`config.mk`:
```
export PLATFORM = sky130hd
export DESIGN_NAME = fct_front
export DESIGN_NICKNAME = d
export VERILOG_FILES = /design/src/design/fct_pkg.sv /design/src/design/fct_front.sv
export SDC_FILE = /design/constraint.sdc
export NUM_CORES = 1
export LEC_CHECK = 0
export BUFFER_PORTS_ARGS = -buffer_cell sky130_fd_sc_hd__buf_2
export CAP_MARGIN = 30
export CORE_MARGIN = 4
export CORE_UTILIZATION = 40
export CTS_CLUSTER_DIAMETER = 40
export DETAILED_ROUTE_END_ITERATION = 8
export GPL_ROUTABILITY_DRIVEN = 0
export SLEW_MARGIN = 15
export SYNTH_ARGS = -nofsm -noshare
export SYNTH_HDL_FRONTEND = slang
export SYNTH_SLANG_ARGS = --single-unit
```
`constraint.sdc`:
```
create_clock -name clk_i -period 3.35 [get_ports clk_i]
set_input_delay 0.67 -clock clk_i [delete_from_list [all_inputs] [get_ports clk_i]]
set_output_delay 0.67 -clock clk_i [all_outputs]
set_load 0.02 [all_outputs]
```
`src/design/fct_pkg.sv`:
```
// ----------------------------------------------------------------------------
// fct_pkg
// Shared types, sizes and helpers for the frequency count table.
// ----------------------------------------------------------------------------
package fct_pkg;

  localparam int unsigned ENTRIES    = 256;
  localparam int unsigned COUNT_BITS = 32;
  localparam int unsigned KEY_BITS   = 32;
  localparam int unsigned IDX_BITS   = $clog2(ENTRIES);
  localparam int unsigned FILL_BITS  = $clog2(ENTRIES + 1);
  localparam int unsigned CMP_BITS   = (COUNT_BITS > KEY_BITS) ? COUNT_BITS : KEY_BITS;

  // Command queue between front and back
  localparam int unsigned QDEPTH     = 2;
  localparam int unsigned QPTR_BITS  = $clog2(QDEPTH);
  localparam int unsigned QCNT_BITS  = $clog2(QDEPTH + 1);

  typedef enum logic [1:0] {
    ACT_ADD    = 2'd0,
    ACT_REMOVE = 2'd1,
    ACT_QUERY  = 2'd2
  } action_e;

  typedef enum logic [0:0] {
    KIND_ANSWER = 1'b0,
    KIND_FULL   = 1'b1
  } reply_kind_e;

  // Back-end sequencer states
  typedef enum logic [1:0] {
    ST_IDLE,
    ST_SCAN,
    ST_FINISH
  } st_e;

  typedef struct packed {
    action_e               action;
    logic [KEY_BITS-1:0]   operand;
  } cmd_t;

  // Command handoff from front to back
  typedef struct packed {
    logic vld;
    cmd_t cmd;
  } cmd_req_t;

  // A query hits when the frequency is non-negative and equals the count
  function automatic logic query_hit(input logic [COUNT_BITS-1:0] cnt,
                                     input logic [KEY_BITS-1:0]   freq);
    logic [CMP_BITS-1:0] cnt_ext;
    logic [CMP_BITS-1:0] freq_ext;
    cnt_ext  = CMP_BITS'(cnt);
    freq_ext = CMP_BITS'(freq);
    return !freq[KEY_BITS-1] && (cnt_ext == freq_ext);
  endfunction

endpackage

```
`src/design/fct_front.sv`:
```
// ----------------------------------------------------------------------------
// fct_front
// Accept requests, drop unused action codes, queue commands for the back end.
// ----------------------------------------------------------------------------
module fct_front (
  input  logic                         clk_i,
  input  logic                         rst_ni,
  input  logic                         in_vld_i,
  output logic                         in_rdy_o,
  input  logic [1:0]                   in_action_i,
  input  logic [fct_pkg::KEY_BITS-1:0] in_operand_i,
  output fct_pkg::cmd_req_t            cmd_req_o,
  input  logic                         cmd_pop_i
);

  fct_pkg::cmd_t                  q_mem [fct_pkg::QDEPTH];
  logic [fct_pkg::QPTR_BITS-1:0]  wr_ptr_q, wr_ptr_d;
  logic [fct_pkg::QPTR_BITS-1:0]  rd_ptr_q, rd_ptr_d;
  logic [fct_pkg::QCNT_BITS-1:0]  cnt_q, cnt_d;
  logic                           legal;
  logic                           push;
  logic                           pop;

  always_comb begin
    unique case (in_action_i)
      fct_pkg::ACT_ADD, fct_pkg::ACT_REMOVE, fct_pkg::ACT_QUERY: legal = 1'b1;
      default: legal = 1'b0;
    endcase
  end

  assign in_rdy_o = (cnt_q != fct_pkg::QCNT_BITS'(fct_pkg::QDEPTH));
  assign push     = in_vld_i && in_rdy_o && legal;
  assign pop      = cmd_pop_i && (cnt_q != '0);

  // Advance pointers, wrapping at the queue depth
  always_comb begin
    wr_ptr_d = wr_ptr_q;
    rd_ptr_d = rd_ptr_q;
    cnt_d    = cnt_q;
    if (push) begin
      wr_ptr_d = (wr_ptr_q == fct_pkg::QPTR_BITS'(fct_pkg::QDEPTH - 1)) ? '0
                                                                        : wr_ptr_q + 1'b1;
    end
    if (pop) begin
      rd_ptr_d = (rd_ptr_q == fct_pkg::QPTR_BITS'(fct_pkg::QDEPTH - 1)) ? '0
                                                                        : rd_ptr_q + 1'b1;
    end
    if (push && !pop) begin
      cnt_d = cnt_q + 1'b1;
    end else if (pop && !push) begin
      cnt_d = cnt_q - 1'b1;
    end
  end

  always_ff @(posedge clk_i or negedge rst_ni) begin
    if (!rst_ni) begin
      wr_ptr_q <= '0;
      rd_ptr_q <= '0;
      cnt_q    <= '0;
    end else begin
      wr_ptr_q <= wr_ptr_d;
      rd_ptr_q <= rd_ptr_d;
      cnt_q    <= cnt_d;
    end
  end

  always_ff @(posedge clk_i) begin
    if (push) begin
      q_mem[wr_ptr_q] <= '{action: fct_pkg::action_e'(in_action_i), operand: in_operand_i};
    end
  end

  assign cmd_req_o.vld = (cnt_q != '0);
  assign cmd_req_o.cmd = q_mem[rd_ptr_q];

  a_cnt_bound: assert property (@(posedge clk_i) disable iff (!rst_ni)
    cnt_q <= fct_pkg::QCNT_BITS'(fct_pkg::QDEPTH))
    else $error("command queue overfilled");

  a_drop_illegal: assert property (@(posedge clk_i) disable iff (!rst_ni)
    (in_vld_i && in_rdy_o && !legal && !pop) |=> cnt_q == $past(cnt_q))
    else $error("unused action code entered the queue");

  a_pop_nonempty: assert property (@(posedge clk_i) disable iff (!rst_ni)
    (cmd_pop_i && !push) |=> cnt_q == $past(cnt_q) - 1'b1)
    else $error("pop without a queued command");

endmodule

```
==> results.sh <==
export IMPL_status="finished clean"
export IMPL_port_buffers=73
export IMPL_worst_slew_pin_transition_ns=0.553
export IMPL_dr_pass1_iters=3
export IMPL_place_area_mm2=0.00328
export IMPL_cp_top_family="flip-flops"
export IMPL_hold_ws_ns=0.133
export IMPL_endpoint_kind="output pin"
export IMPL_layout_nets=249
export IMPL_antenna_found_initial=0
export IMPL_dp_hpwl_mm=3.41
export IMPL_skew_ns=0.00872
export IMPL_setup_viol=0
export IMPL_yosysUniqueCellTypes=15
export IMPL_layout_commonest_cell="buf_2"
export IMPL_htree_levels=3
export IMPL_avgSynthCellArea_um2=22.3
export IMPL_ios=74
export IMPL_setup_worst_path_start="rd_ptr_q$_DFFE_PN0P_"
export IMPL_yosysSeqAreaShare_pct=76.2
export IMPL_design_die_area_mm2=0.00843
export IMPL_cts_sinks=72
export IMPL_cts_root_buf="clkbuf_8"
export IMPL_start_kind="flip-flop"
export IMPL_slew_headroom_pct=63.1
export IMPL_cts_buffer_depth=2
export IMPL_drt_antenna_violating_nets=0
export IMPL_syn_to_final_growth_pct=22.7
export IMPL_ff2ff_setup_slack_ns=1.49
export IMPL_final_util_pct=50.7
export IMPL_syn_cell_area_mm2=0.00281
export IMPL_synth_seq_cells=72
export IMPL_crit_path_max_fanout=19
export IMPL_grt_pass1_vias=1500
export IMPL_grt_pass1_wl_mm=7.47
export IMPL_drc=0
export IMPL_drt_iter0_markers=55
export IMPL_die_width_um=91.8
export IMPL_p_leak_uw=0.00137
export IMPL_cts_setup_buffers=0
export IMPL_cp_required_ns=2.68
export IMPL_fin_crit_sh_pct=74.8
export IMPL_reg2reg_from="cnt_q[0]$_DFFE_PN0P_"
export IMPL_fmax_ghz=0.399
export IMPL_crit_buf_inv=2
export IMPL_fin_tns_setup_ns=0
export IMPL_final_cell_mix="buf_2, edfxtp_1, mux2_4, clkbuf_8, mux2_2"
export IMPL_grt_max_degree=20
export IMPL_grt_overflow_total=0
export IMPL_final_layout_size_suffix_gt1_share_pct=60.0
export IMPL_numCtsBuffers=9
export IMPL_hold_viol=0
export IMPL_min_path_type="in2async"
export IMPL_fin_crit_ns=2.51
export IMPL_synth_top_area_share_pct=72.7
export IMPL_cts_tree="yes"
export IMPL_core_rowCount=30
export IMPL_num_vias=1345
export IMPL_finalMaxSlewViolations=0
export IMPL_yosysWarnings=0
export IMPL_path_class="reg2out"
export IMPL_diodes=0
export IMPL_die_y_um=91.8
export IMPL_syn_inst=126
export IMPL_r2r_cells=4
export IMPL_cp_slowest_cell="dfrtp_2"
export IMPL_drt_wl_total_mm=4.72
export IMPL_reg2reg_to="q_mem[0][31]$_DFFE_PP_"
export IMPL_avgViaCountPerCell=4.32
export IMPL_clk_pin_slew_worst_paths_ns=0.07
export IMPL_cts_hold_buf=0
export IMPL_cp_slowest_stage_delay_ns=0.73
export IMPL_area_sequential_mm2=0.00214
export IMPL_syn_nets=165
export IMPL_powerDensity_mw_per_mm2=835
export IMPL_arrival_ns=1.84
export IMPL_initial_core_util_pct=41.4
export IMPL_drv_cap=0
export IMPL_path_cells="buf_12, mux2_2, buf_2"
export IMPL_core_area_mm2=0.00679
export IMPL_yosys_area_top_type="edfxtp_1"
export IMPL_ys_top_cells_by_area="edfxtp_1, mux2_4, dfrtp_1, buf_12, mux2_2"
export IMPL_cp_num_cells=3
export IMPL_final_area_mm2=0.00345
export IMPL_multi_input_area_um2=604
export IMPL_track_usage_pct=12.0
export IMPL_n_fill_cell=567
export IMPL_routedWlPerCell_um=15.2
export IMPL_ir_drop_v=0.000554
export IMPL_clock_latency_ns=0.33
export IMPL_cts_resized=0
export IMPL_timing_critical_path_to="cmd_req_o[22]"
export IMPL_rsz0062_at_grt="no"
synthesized netlist by cell type:
master    instances
nor2_1            3
mux2_2            5
inv_1             2
dfrtp_1           4
buf_6             1
nand2b_1          1
xor2_1            2
edfxtp_1         68
mux2_4           29
or2_1             1
xnor2_1           3
nand3_2           1
buf_12            3
ha_1              1
nand2_1           2
kinds of logic after synthesis:
| family | Yosys count | synth area share [%] |
|---|---|---|
| xor gates and xnor gates | 5 | 1.56 |
| adders and majority gates | 1 | 0.445 |
| and+or+nand+nor | 8 | 1.47 |
| muxes | 34 | 17.5 |
| DFF | 72 | 76.2 |
| buffers and inverters | 6 | 2.81 |
through the flow:
stage                     cells  power (uW)  setup slack [ns]
after global routing        311        3040             0.740
after floorplan             126        2110             0.627
final                       311        2880             0.843
after CTS                   311        2920             0.801
after global placement      295        2330              1.21
after detailed placement    295        2360              1.17
registers in the layout, summed over array words and instances, names as in the netlist:
| signal | count |
|---|---|
| cnt_q | 2 |
| rd_ptr_q | 1 |
| wr_ptr_q | 1 |
| q_mem | 68 |
power by group:
| group | switching, uW | internal [uW] | total (uW) |
|---|---|---|---|
| Combinational | 542 | 484 | 1030 |
| Sequential | 111 | 1180 | 1300 |
| Clock | 293 | 263 | 556 |
area by class of cell:
cell class                 instances  share of cell area (%)
inverter                           2                   0.218
tap                               96                    3.48
clock inverter                     6                    1.05
timing repair buffer              77                    11.8
multi-input combinational         48                    17.5
clock buffer                      10                    3.70
sequential                        72                    62.2
metal layers:
layer	part of all wire (%)	GRT usage, %	up-vias
met3	6.0	3.69	8
met1	40	13.2	643
met2	53	20.6	44
met5	0	0	-
li1	-	-	650
met4	1.4	6.68	0
worst min-delay path by stage:
| stage | to | slack [ns] | cells after the start |
|---|---|---|---|
| floorplan | cnt_q[0]$_DFFE_PN0P_ | 0.37 | 0 |
| global placement | cnt_q[1]$_DFFE_PN0P_ | 0.47 | 1 |
| CTS | cnt_q[0]$_DFFE_PN0P_ | 0.11 | 1 |
| finish | wr_ptr_q$_DFFE_PN0P_ | 0.13 | 1 |
| global route | cnt_q[1]$_DFFE_PN0P_ | 0.11 | 1 |
| detailed placement | cnt_q[1]$_DFFE_PN0P_ | 0.48 | 1 |
worst reg2reg max path: stages (launching register included):
cell and delay (ns):
dfrtp_1 0.41, nand2b_1 0.16, nand3_2 0.17, nor2_4 0.45, buf_4 0.36
Power figures use the tool's default switching activity.
